### src/sv/pde_pkg.sv
// shared types, constants and functions for the polynomial derivative evaluator
// no dependencies; imported by every module of the block
package pde_pkg;

   localparam int NUM_COEFFS_DEF = 8;
   localparam int REG_COUNT      = 8;
   localparam int CSR_IDX_W      = 3;
   localparam int DATA_W         = 32;
   localparam int ORDER_W        = 4;
   localparam int FACT_W         = 13;
   localparam int PROD_W         = 2 * DATA_W;
   localparam int SCALE_W        = DATA_W + FACT_W + 1;
   localparam int FRAC_BITS      = 16;
   localparam int REQ_DATA_W     = 40;

   localparam logic signed [DATA_W-1:0] S32_MAX = {1'b0, {(DATA_W-1){1'b1}}};
   localparam logic signed [DATA_W-1:0] S32_MIN = {1'b1, {(DATA_W-1){1'b0}}};

   typedef logic [CSR_IDX_W-1:0] coef_idx_type;

   typedef enum logic [1:0] {
      ST_IDLE,
      ST_MUL,
      ST_ADD,
      ST_DONE
   } state_type;

   typedef struct packed {
      logic clear;
      logic mul_en;
      logic add_en;
      logic out_load;
   } mac_ctrl_type;

   // k!/(k-d)! for d <= k < 8
   function automatic logic [FACT_W-1:0] falling_fact(input coef_idx_type k,
                                                       input logic [ORDER_W-1:0] d);
      int f;
      f = 1;
      for (int i = 1; i < REG_COUNT; i++) begin
         if ((i <= int'(k)) && (i + int'(d) > int'(k))) begin
            f = f * i;
         end
      end
      return f[FACT_W-1:0];
   endfunction

endpackage

### src/sv/pde_coef_regs.sv
// coefficient register file, written from the csr channel, read by the sequencer index
// depends on pde_pkg
module pde_coef_regs
   import pde_pkg::*;
(
   input  logic                     clock,
   input  logic                     reset,
   input  logic                     wr_en,
   input  coef_idx_type             wr_idx,
   input  logic signed [DATA_W-1:0] wr_data,
   input  coef_idx_type             rd_idx,
   output logic signed [DATA_W-1:0] rd_data
);

   logic signed [DATA_W-1:0] coef_ff [REG_COUNT];

   always_ff @(posedge clock) begin
      if (reset) begin
         for (int i = 0; i < REG_COUNT; i++) begin
            coef_ff[i] <= '0;
         end
      end else if (wr_en) begin
         coef_ff[wr_idx] <= wr_data;
      end
   end

   assign rd_data = coef_ff[rd_idx];

endmodule

### src/sv/pde_mac.sv
// shared multiply and saturating accumulate unit for one horner step
// depends on pde_pkg
module pde_mac
   import pde_pkg::*;
(
   input  logic                     clock,
   input  mac_ctrl_type             ctrl,
   input  logic signed [DATA_W-1:0] x_in,
   input  logic signed [DATA_W-1:0] coef,
   input  logic [FACT_W-1:0]        fact,
   output logic signed [DATA_W-1:0] acc,
   output logic                     sat
);

   logic signed [DATA_W-1:0]  x_ff;
   logic signed [DATA_W-1:0]  acc_ff, acc_in;
   logic                      sat_ff, sat_in;
   logic signed [PROD_W-1:0]  prod_ff;
   logic signed [SCALE_W-1:0] scl_ff;

   logic signed [PROD_W-FRAC_BITS-1:0] prod_sh;
   logic                               prod_ovf, scl_ovf, sum_ovf;
   logic signed [DATA_W-1:0]           prod_clip, scl_clip;
   logic signed [DATA_W:0]             sum;
   logic signed [DATA_W-1:0]           sum_clip;

   always_comb begin
      // floor division by 2^16 is the upper part of the product
      prod_sh   = prod_ff[PROD_W-1:FRAC_BITS];
      prod_ovf  = prod_sh[PROD_W-FRAC_BITS-1:DATA_W-1] !=
                  {(PROD_W-FRAC_BITS-DATA_W+1){prod_sh[PROD_W-FRAC_BITS-1]}};
      prod_clip = prod_ovf ? (prod_sh[PROD_W-FRAC_BITS-1] ? S32_MIN : S32_MAX)
                           : prod_sh[DATA_W-1:0];
      scl_ovf   = scl_ff[SCALE_W-1:DATA_W-1] != {(SCALE_W-DATA_W+1){scl_ff[SCALE_W-1]}};
      scl_clip  = scl_ovf ? (scl_ff[SCALE_W-1] ? S32_MIN : S32_MAX) : scl_ff[DATA_W-1:0];
      sum       = {prod_clip[DATA_W-1], prod_clip} + {scl_clip[DATA_W-1], scl_clip};
      sum_ovf   = sum[DATA_W] != sum[DATA_W-1];
      sum_clip  = sum_ovf ? (sum[DATA_W] ? S32_MIN : S32_MAX) : sum[DATA_W-1:0];
   end

   always_comb begin
      acc_in = acc_ff;
      sat_in = sat_ff;
      if (ctrl.clear) begin
         acc_in = '0;
         sat_in = 1'b0;
      end else if (ctrl.add_en) begin
         acc_in = sum_clip;
         sat_in = sat_ff | prod_ovf | scl_ovf | sum_ovf;
      end
   end

   always_ff @(posedge clock) begin
      acc_ff <= acc_in;
      sat_ff <= sat_in;
      if (ctrl.clear) begin
         x_ff <= x_in;
      end
      if (ctrl.mul_en) begin
         prod_ff <= acc_ff * x_ff;
         scl_ff  <= coef * $signed({1'b0, fact});
      end
   end

   assign acc = acc_ff;
   assign sat = sat_ff;

endmodule

### src/sv/pde_seq.sv
// sequencer stepping the horner loop from the top coefficient down to the derivative order
// depends on pde_pkg
module pde_seq
   import pde_pkg::*;
#(
   parameter int NUM_COEFFS = NUM_COEFFS_DEF
) (
   input  logic               clock,
   input  logic               reset,
   input  logic               req_fire,
   input  logic [ORDER_W-1:0] req_order,
   input  logic               out_busy,
   output logic               req_ready,
   output coef_idx_type       k_idx,
   output logic [ORDER_W-1:0] order,
   output mac_ctrl_type       ctrl
);

   localparam coef_idx_type K_TOP = CSR_IDX_W'(NUM_COEFFS - 1);
   localparam logic [ORDER_W-1:0] N_ORDER = ORDER_W'(NUM_COEFFS);

   state_type            state_ff, state_in;
   coef_idx_type         k_ff, k_in;
   logic [ORDER_W-1:0]   d_ff, d_in;
   logic                 last_step;

   assign last_step = {1'b0, k_ff} == d_ff;

   always_comb begin
      state_in = state_ff;
      case (state_ff)
         ST_IDLE: begin
            if (req_fire) begin
               state_in = (req_order >= N_ORDER) ? ST_DONE : ST_MUL;
            end
         end
         ST_MUL:  state_in = ST_ADD;
         ST_ADD:  state_in = last_step ? ST_DONE : ST_MUL;
         ST_DONE: begin
            if (!out_busy) begin
               state_in = ST_IDLE;
            end
         end
         default: state_in = ST_IDLE;
      endcase
   end

   always_comb begin
      k_in      = k_ff;
      d_in      = d_ff;
      ctrl      = '0;
      req_ready = 1'b0;
      case (state_ff)
         ST_IDLE: begin
            req_ready  = 1'b1;
            ctrl.clear = req_fire;
            if (req_fire) begin
               k_in = K_TOP;
               d_in = req_order;
            end
         end
         ST_MUL:  ctrl.mul_en = 1'b1;
         ST_ADD: begin
            ctrl.add_en = 1'b1;
            if (!last_step) begin
               k_in = k_ff - 1'b1;
            end
         end
         ST_DONE: ctrl.out_load = !out_busy;
         default: ;
      endcase
   end

   always_ff @(posedge clock) begin
      if (reset) begin
         state_ff <= ST_IDLE;
      end else begin
         state_ff <= state_in;
      end
      k_ff <= k_in;
      d_ff <= d_in;
   end

   assign k_idx = k_ff;
   assign order = d_ff;

endmodule

### src/sv/polynomial_derivative_eval.sv
// d-th derivative of an up to eight term Q16.16 polynomial by horner's rule
// a request is taken only in idle, so a new item waits until the previous result is loaded into the output
// register; each coefficient from the top one down to d takes a multiply step and a saturating add step in
// the shared multiply unit, and an order d >= NUM_COEFFS goes straight to the output with a zero result
// reset: synchronous, active high; clears coefficients to zero and the control state
// depends on pde_pkg, pde_coef_regs, pde_mac, pde_seq
module polynomial_derivative_eval
   import pde_pkg::*;
#(
   parameter int NUM_COEFFS = NUM_COEFFS_DEF
) (
   input  logic                  clock,
   input  logic                  reset,
   input  logic                  req_tvalid,
   output logic                  req_tready,
   input  logic [REQ_DATA_W-1:0] req_tdata,   // sample_x[31:0], deriv_order[35:32], zero[39:36]
   output logic                  rsp_tvalid,
   input  logic                  rsp_tready,
   output logic [DATA_W-1:0]     rsp_tdata,   // value[31:0]
   output logic                  rsp_tuser,   // saturated
   input  logic                  csr_valid,
   output logic                  csr_ready,
   input  logic [CSR_IDX_W-1:0]  csr_index,
   input  logic [DATA_W-1:0]     csr_wdata
);

   logic                     req_fire;
   coef_idx_type             k_idx;
   logic [ORDER_W-1:0]       order;
   mac_ctrl_type             ctrl;
   logic signed [DATA_W-1:0] coef;
   logic [FACT_W-1:0]        fact;
   logic signed [DATA_W-1:0] acc;
   logic                     sat;
   logic                     out_busy;

   logic                     rsp_valid_ff, rsp_valid_in;
   logic [DATA_W-1:0]        rsp_value_ff;
   logic                     rsp_sat_ff;

   assign req_fire  = req_tvalid & req_tready;
   assign csr_ready = 1'b1;
   assign out_busy  = rsp_valid_ff & ~rsp_tready;
   assign fact      = falling_fact(k_idx, order);

   pde_coef_regs u_coef_regs (
      .clock   (clock),
      .reset   (reset),
      .wr_en   (csr_valid & csr_ready),
      .wr_idx  (csr_index),
      .wr_data ($signed(csr_wdata)),
      .rd_idx  (k_idx),
      .rd_data (coef)
   );

   pde_seq #(
      .NUM_COEFFS (NUM_COEFFS)
   ) u_seq (
      .clock     (clock),
      .reset     (reset),
      .req_fire  (req_fire),
      .req_order (req_tdata[DATA_W+ORDER_W-1:DATA_W]),
      .out_busy  (out_busy),
      .req_ready (req_tready),
      .k_idx     (k_idx),
      .order     (order),
      .ctrl      (ctrl)
   );

   pde_mac u_mac (
      .clock (clock),
      .ctrl  (ctrl),
      .x_in  ($signed(req_tdata[DATA_W-1:0])),
      .coef  (coef),
      .fact  (fact),
      .acc   (acc),
      .sat   (sat)
   );

   always_comb begin
      rsp_valid_in = rsp_valid_ff;
      if (ctrl.out_load) begin
         rsp_valid_in = 1'b1;
      end else if (rsp_tready) begin
         rsp_valid_in = 1'b0;
      end
   end

   always_ff @(posedge clock) begin
      if (reset) begin
         rsp_valid_ff <= 1'b0;
      end else begin
         rsp_valid_ff <= rsp_valid_in;
      end
      if (ctrl.out_load) begin
         rsp_value_ff <= acc;
         rsp_sat_ff   <= sat;
      end
   end

   assign rsp_tvalid = rsp_valid_ff;
   assign rsp_tdata  = rsp_value_ff;
   assign rsp_tuser  = rsp_sat_ff;

endmodule

### config.mk
export PLATFORM = sky130hd
export DESIGN_NAME = polynomial_derivative_eval
export DESIGN_NICKNAME = d
export VERILOG_FILES = /design/src/sv/pde_pkg.sv /design/src/sv/pde_coef_regs.sv /design/src/sv/pde_mac.sv /design/src/sv/pde_seq.sv /design/src/sv/polynomial_derivative_eval.sv
export SDC_FILE = /design/constraint.sdc
export NUM_CORES = 2
export LEC_CHECK = 0
export ABC_CLOCK_PERIOD_IN_PS = 21900
export BUFFER_PORTS_ARGS = -buffer_cell sky130_fd_sc_hd__buf_2
export CORE_MARGIN = 10
export CORE_UTILIZATION = 60
export DETAILED_ROUTE_END_ITERATION = 12
export PLACE_DENSITY = 0.83
export SETUP_SLACK_MARGIN = 0.05
export SKIP_LAST_GASP = 1
export SYNTH_ARGS = -nofsm -noshare
export SYNTH_HDL_FRONTEND = slang
export SYNTH_HIERARCHICAL = 1
export SYNTH_SLANG_ARGS = --single-unit
### constraint.sdc
create_clock -name clock -period 21.9 [get_ports clock]
set_input_delay 4.38 -clock clock [delete_from_list [all_inputs] [get_ports clock]]
set_output_delay 4.38 -clock clock [all_outputs]
set_load 0.05 [all_outputs]
# Word-level counts from Yosys, hierarchy flattened
# Memories as Yosys holds them, arrays and structs flattened. A register that Yosys moved wholly into a read port is not among the register bits.
# Cells that the tools add are included.
[op_classes]
n_lt_le_gt_ge = 13
multipliers = 6
n_eq_ne = 10
n_mux = 36
reduce_logical = 14
bitwise = 6
add_sub_neg = 8
[op_table]
columns = ["op", "n"]
rows = [
  ["32-bit 2-to-1 mux", 9],
  ["32-bit by 32-bit multiplier with 64-bit output", 1],
  ["32-bit by 14-bit multiplier with 46-bit output", 1],
  ["32-bit by 32-bit adder with 33-bit output", 1],
  ["32-bit by 3-bit multiplier with 31-bit output, second input constant", 1],
  ["32-bit by 4-bit multiplier with 13-bit output, second input constant", 1],
  ["32-bit by 4-bit multiplier with 32-bit output, second input constant", 1],
  ["32-bit OR reduction", 1],
  ["5-bit by 3-bit greater-than comparator with 1-bit output", 6],
  ["3-bit by 4-bit adder with 5-bit output, first input constant", 4],
  ["16-bit inequality test", 1],
  ["14-bit inequality test", 1],
  ["1-bit 2-to-1 mux", 13],
  ["13-bit 2-to-1 mux", 1],
  ["3-bit less-or-equal comparator, first input constant", 4],
  ["3-bit 2-to-1 mux", 4],
  ["2-bit by 4-bit adder with 5-bit output, first input constant", 2],
  ["2-bit 2-to-1 mux", 5],
  ["2-bit one-hot mux with 4 select lines", 1],
  ["2-bit by 3-bit less-or-equal comparator with 1-bit output, first input constant", 2],
  ["1-bit logical AND", 6],
  ["6-bit 2-to-1 mux", 1],
  ["3-bit one-hot mux with 2 select lines", 1],
  ["2-bit == test, second input constant", 2],
  ["17 further kinds", 23],
]
[totals]
output_inout_bits = 36
input_bits = 80
regBits = 218
ram_bits = 256
n_memories = 1
word_cells = 105
[memory_table]
columns = ["memory", "words", "word_bits", "read_ports", "rd_ports_with_merged_regs", "write_ports", "line", "text"]
rows = [
  ["u_coef_regs.coef_ff", 8, 32, 1, 1, 8, "pde_coef_regs.sv:15", "logic signed [DATA_W-1:0] coef_ff [REG_COUNT];"],
]

# Depth between registers and ports, before layout
[depth]
depth_word = 14
depth_mapped = 57
mapped_depth_nobuf = 56

# By module
# Netlist, hierarchy kept.
[modules_own_cells]
columns = ["module", "cells_per_inst", "area_per_inst_um2", "n_inst"]
rows = [
  ["pde_mac", 5987, 57274.9, 1],
  ["pde_coef_regs", 729, 11451.0, 1],
  ["polynomial_derivative_eval", 340, 3420.8, 1],
  ["pde_seq", 40, 436.7, 1],
]

# Worst setup path before layout
# OpenSTA, ideal clock, no wires.
[synth_timing]
kind = "reg-to-reg"
start = "reg u_seq.d_ff[1] (netlist: u_seq/order[1])"
end = "reg u_mac.scl_ff[44] (data pin)"
synth_period_minus_slack_ps = 12750
path_stages_with_launch = 52
setup_ps = 258
path_buffers = 1
path_slack_ps = 9150
arrival_time_ps = 12493
required_time_ps = 21642
path_cell_list = "edfxtp_1 -> inv_1 -> ha_1 -> inv_1 -> ha_1 -> nor2b_1 -> o311ai_1 -> a31oi_2 -> nor2_1 -> nor2_1 -> ha_1 -> ha_1 -> fa_1 -> mux2_2 -> ha_1 -> ha_1 -> a21oi_1 -> xnor2_1 -> [... 16 more ...] -> fa_1 -> inv_1 -> fa_1 -> fa_1 -> inv_1 -> fa_1 -> fa_1 -> ha_1 -> a2111oi_2 -> o21ai_1 -> a22oi_2 -> o211ai_1 -> a221o_1 -> a2111oi_2 -> and4bb_1 -> or3_4 -> a31oi_4 -> xnor2_1"
[synth_via]
elab_chain_cells = 14
elab_cells_between_ends = 29
[synth_lines]
columns = ["element", "line", "text"]
rows = [
  ["start, declared", "pde_seq.sv:24", "logic [ORDER_W-1:0] d_ff, d_in;"],
  ["start signal, assigned", "pde_seq.sv:81", "d_ff <= d_in;"],
  ["2-bit by 4-bit adder with 5-bit output", "pde_pkg.sv:41", "if ((i <= int'(k)) && (i + int'(d) > int'(k))) begin"],
  ["5-bit by 3-bit greater-than comparator with 1-bit output", "pde_pkg.sv:41", ""],
  ["1-bit logical AND", "pde_pkg.sv:41", ""],
  ["2-bit 2-to-1 mux", "pde_pkg.sv:41", ""],
  ["2-bit by 2-bit multiplier with 4-bit output", "pde_pkg.sv:42", "f = f * i;"],
  ["4-bit 2-to-1 mux", "pde_pkg.sv:41", ""],
  ["6-bit 2-to-1 mux", "pde_pkg.sv:41", ""],
  ["32-bit by 4-bit multiplier with 32-bit output", "pde_pkg.sv:42", ""],
  ["32-bit 2-to-1 mux", "pde_pkg.sv:41", ""],
  ["32-bit by 3-bit multiplier with 31-bit output", "pde_pkg.sv:42", ""],
  ["32-bit 2-to-1 mux", "pde_pkg.sv:41", ""],
  ["32-bit by 4-bit multiplier with 13-bit output", "pde_pkg.sv:42", ""],
  ["13-bit 2-to-1 mux *", "pde_pkg.sv:41", ""],
  ["via fact[10]", "polynomial_derivative_eval.sv:32", "logic [FACT_W-1:0] fact;"],
  ["32-bit by 14-bit multiplier with 46-bit output *", "pde_mac.sv:61", "scl_ff <= coef * $signed({1'b0, fact});"],
  ["end signal, assigned", "pde_mac.sv:61", ""],
  ["end, declared", "pde_mac.sv:19", "logic signed [SCALE_W-1:0] scl_ff;"],
]
# The timed path passes the listed nets; every way through them passes the cells marked *.
# A chain may end at the register's enable or synchronous reset.

# Worst setup path after layout
[layout_timing]
start = "reg u_seq.k_ff[2] (netlist: u_seq/k_idx[2])"
end = "reg u_mac.scl_ff[44] (data pin)"
[layout_via]
elab_chain_cells = 13
elab_cells_between_ends = 29
[layout_lines]
columns = ["element", "line", "text"]
rows = [
  ["start, declared", "pde_seq.sv:23", "coef_idx_type k_ff, k_in;"],
  ["start signal, assigned", "pde_seq.sv:80", "k_ff <= k_in;"],
  ["5-bit by 3-bit greater-than comparator with 1-bit output or 2-bit by 3-bit less-or-equal comparator with 1-bit output (tied branches)", "pde_pkg.sv:41", ""],
  ["1-bit logical AND", "pde_pkg.sv:41", ""],
  ["2-bit 2-to-1 mux", "pde_pkg.sv:41", ""],
  ["2-bit by 2-bit multiplier with 4-bit output", "pde_pkg.sv:42", ""],
  ["4-bit 2-to-1 mux", "pde_pkg.sv:41", ""],
  ["6-bit 2-to-1 mux", "pde_pkg.sv:41", ""],
  ["32-bit by 4-bit multiplier with 32-bit output", "pde_pkg.sv:42", ""],
  ["32-bit 2-to-1 mux", "pde_pkg.sv:41", ""],
  ["32-bit by 3-bit multiplier with 31-bit output", "pde_pkg.sv:42", ""],
  ["32-bit 2-to-1 mux", "pde_pkg.sv:41", ""],
  ["32-bit by 4-bit multiplier with 13-bit output", "pde_pkg.sv:42", ""],
  ["13-bit 2-to-1 mux *", "pde_pkg.sv:41", ""],
  ["via fact[10]", "polynomial_derivative_eval.sv:32", ""],
  ["32-bit by 14-bit multiplier with 46-bit output *", "pde_mac.sv:61", ""],
]
# Marks and branches as above.

==> run_results.csv <==
group,metric,value,unit
logic_synthesis,syn_inst,7096,
die,die_x,368,um
global_routing,grt_pass1_wl,291000,um
place,dp_hpwl,129000,um
clock_tree,tritoncts,"yes",
die,fp-row-count,127,
routing,route.detailed.drc,2,
setup_path,critPathTopFamily,"adder cells",
setup_path,timing.rr.end,"u_mac/scl_ff[44]",
logic_synthesis,synth_seq_area_share,18.5,%
routing,wl,174000,um
clock_tree,cts_setup_buffers,0,
place,portBuffers,110,
clock_tree,hold_buffers,0,
die,core_area,120000,sq um
setup_path,cp_slowest_stage_delay,0.76,ns
routing,wl_per_cell,20.2,um
setup_path,end_kind,"flop",
setup_path,rr_worst_depth,49,
sta,relSlewSlack,7.61,%
routing,vias,50600,
min_path,hold_path.class,"reg2reg",
setup_path,crit_buf_inv,7,
status,violations,"design-rule violations",
layout,syn_to_final_growth,4.70,%
routing,vias_per_cell,5.88,
clock_tree,root_buffer,"clkbuf_16",
setup_path,cp.required,22.28,ns
logic_synthesis,synth_cell_types,91,
sta,rsz0062_at_grt,"no",
job,cap_violations,0,
layout,final_layout_size_suffix_gt1_share,6.15,%
logic_synthesis,synth-seq-cells,458,
routing,ant_nets,0,
layout,layout.nets,8890,
sta,tns,0,ns
logic_synthesis,ys.flop_type,"edfxtp_1",
logic_synthesis,syn_nets,9030,
clock_tree,numCtsBuffers,51,
min_path,min_from,"u_mac/acc[5]",
sta,finalClockSkew,0.0694,ns
setup_path,crit_type,"reg2reg",
sta,fin_crit_sh,67.2,%
die,start_util,60.5,%
logic_synthesis,yosysWarnings,6,
setup_path,ff2ff_setup_slack,7.18,ns
global_routing,grt_pass1_vias,56300,
setup_path,timing.rr.start,"u_seq/k_idx[2]",
sta,finalSetupViolCount,0,
logic_synthesis,synth-edff-count,422,
sta,fin_crit,14.72,ns
clock_tree,cts_resized,0,
place,gp_congestion,0.917,
setup_path,critPathMaxFanout,72,
sta,hold_viol,0,
min_path,hold_path_depth,2,
setup_path,start_kind,"flop",
logic_synthesis,async_reset_ff_share,0,%
clock_tree,htreeDepth,2,
global_routing,grt_max_degree,99,
clock_tree,cts.clk_slew.worst_paths,0.06,ns
min_path,hold_end,"u_mac/acc[5]",
global_routing,antenna_found_initial,2,
sta,worst_slew_pin_slew,1.39,ns
setup_path,arrival,15.10,ns
global_routing,overflow,0,
clock_tree,clock_sinks,458,
routing,drt_iter0_drc,4474,
status,outcome,"finished, violations left",
die,pin_count,116,
setup_path,crit_slowest_cell,"buf_4",
sta,fmax,67.9,MHz
die,die_area,135000,sq um
routing,firstDrtPassIters,10,
clock_tree,clock_path_buffers,3,
global_routing,grt_util_all_layers,26.4,%
logic_synthesis,synth.avg_cell_area,10.2,sq um
clock_tree,clk_latency,0.69,ns
logic_synthesis,syn-cell-area,72600,sq um
die,die_y,368,um
sta,final_max_slew_viol_count,0,
==> routing by layer <==
metal / track usage [%] / share of wire, %
met2: 44.8 / 49
met4: 10.4 / 4.1
met1: 33.3 / 37
met3: 5.14 / 9.2
met5: 0 / 0.012
==> registers in the layout (all words and copies together) (netlist names), 2 cells and up <==
register             cells
u_coef_regs/coef_ff    256
u_mac/prod_ff           48
u_mac/scl_ff            46
rsp_tdata               32
u_mac/acc               32
u_mac/x_ff              32
u_seq/order              4
u_seq/k_idx              3
u_seq/state_ff           2
==> worst reg2reg max path, delay by kind of cell, from the launching register on <==
kind	cells	cell delay (ns)
buf+inv	7	1.32
compound gates	13	3.36
xor+xnor	3	0.37
fa+ha+maj	16	6.40
flops	1	0.32
mux	2	0.95
simple gates	8	1.74
==> area by class of cell <==
class | count | area [sq um]
Antenna cell | 1 | 2.50
Clock buffer | 58 | 1330
Clock inverter | 36 | 273
Fill cell | 9049 | 44000
Inverter | 1387 | 5210
Multi-Input combinational cell | 4855 | 52500
Sequential cell | 458 | 13400
Tap cell | 1612 | 2020
Timing Repair Buffer | 203 | 1250
==> cell families (layout without fill, tap and decap cells) <==
| family | Yosys count | after routing | synth area share (%) |
|---|---|---|---|
| multiplexers | 108 | 108 | 2.75 |
| other | 1 | 2 | 0.00517 |
| flip-flops | 458 | 458 | 18.5 |
| adder cells (fa/ha/maj) | 1857 | 1857 | 47.2 |
| AND/OR/NAND/NOR | 2097 | 2097 | 14.4 |
| XOR/XNOR | 161 | 161 | 1.94 |
| buffers and inverters | 1783 | 1684 | 9.41 |
| AO/OA/AOI/OAI | 631 | 631 | 5.79 |
==> worst max-delay path by stage <==
stage | from | endpoint | slack (ns) | depth (start not counted)
2_1_floorplan | u_seq/order[1] | u_mac/scl_ff[44] | 9.15 | 51
6_report | u_seq/k_idx[2] | u_mac/scl_ff[44] | 7.18 | 49
3_3_place_gp | u_seq/k_idx[2] | u_mac/scl_ff[44] | 7.50 | 48
3_5_place_dp | u_seq/k_idx[2] | u_mac/scl_ff[44] | 7.32 | 48
5_1_grt | u_seq/k_idx[2] | u_mac/scl_ff[44] | 6.32 | 49
4_1_cts | u_seq/k_idx[2] | u_mac/scl_ff[44] | 7.26 | 48
==> cell usage after synthesis, types with 29 or more instances <==
cell type | number | area share, %
a211oi_1 | 44 | 0.46
a21o_1 | 131 | 1.4
a21oi_1 | 147 | 1.0
and2_1 | 740 | 6.4
clkbuf_1 | 347 | 1.8
clkinv_1 | 32 | 0.17
dfxtp_1 | 36 | 0.99
edfxtp_1 | 422 | 17
fa_1 | 1471 | 41
ha_1 | 383 | 6.6
inv_1 | 1352 | 7.0
mux2_2 | 40 | 0.62
mux4_2 | 46 | 1.4
nand2_1 | 767 | 4.0
nand3_1 | 31 | 0.21
nor2_1 | 150 | 0.78
nor3_1 | 293 | 2.0
o21ai_0 | 117 | 0.81
o21bai_1 | 29 | 0.30
xnor2_1 | 109 | 1.3
xor2_1 | 52 | 0.63
==> per-stage QoR <==
stage | cells | worst slack [ns] | instance area, sq um | hold WS, ns | util (%)
finish | 8610 | 7.18 | 76000 | 0.485 | 63.3
global route | 8609 | 6.32 | 76000 | 0.500 | 63.3
CTS | 8609 | 7.26 | 76000 | 0.485 | 63.3
detailed placement | 8515 | 7.32 | 74400 | 0.477 | 62.0
global placement | 8515 | 7.50 | 74400 | 0.464 | 62.0
floorplan | 7096 | 9.15 | 72600 | 0.432 | -
==> placed cells by master (no fill, tap or decap), drive strengths merged, types with 9 or more instances in the layout <==
cell type	n
nand3	31
a211oi	44
dfxtp	36
nand4	18
inv	1361
xor2	52
edfxtp	422
or3	12
o211ai	16
o21ai	122
mux2	40
o21a	26
nor2	150
nand2	767
clkinv	57
nand2b	19
nor2b	18
a311oi	9
clkbuf	58
a21o	131
nor3	293
a31oi	25
o21bai	29
and3	12
buf	203
a2111oi	9
mux4	64
and2	741
ha	383
a21oi	150
fa	1471
o31ai	9
xnor2	109
Power is not shown: default switching activity piles up to over one toggle a cycle in this logic, so the estimate is an artifact.
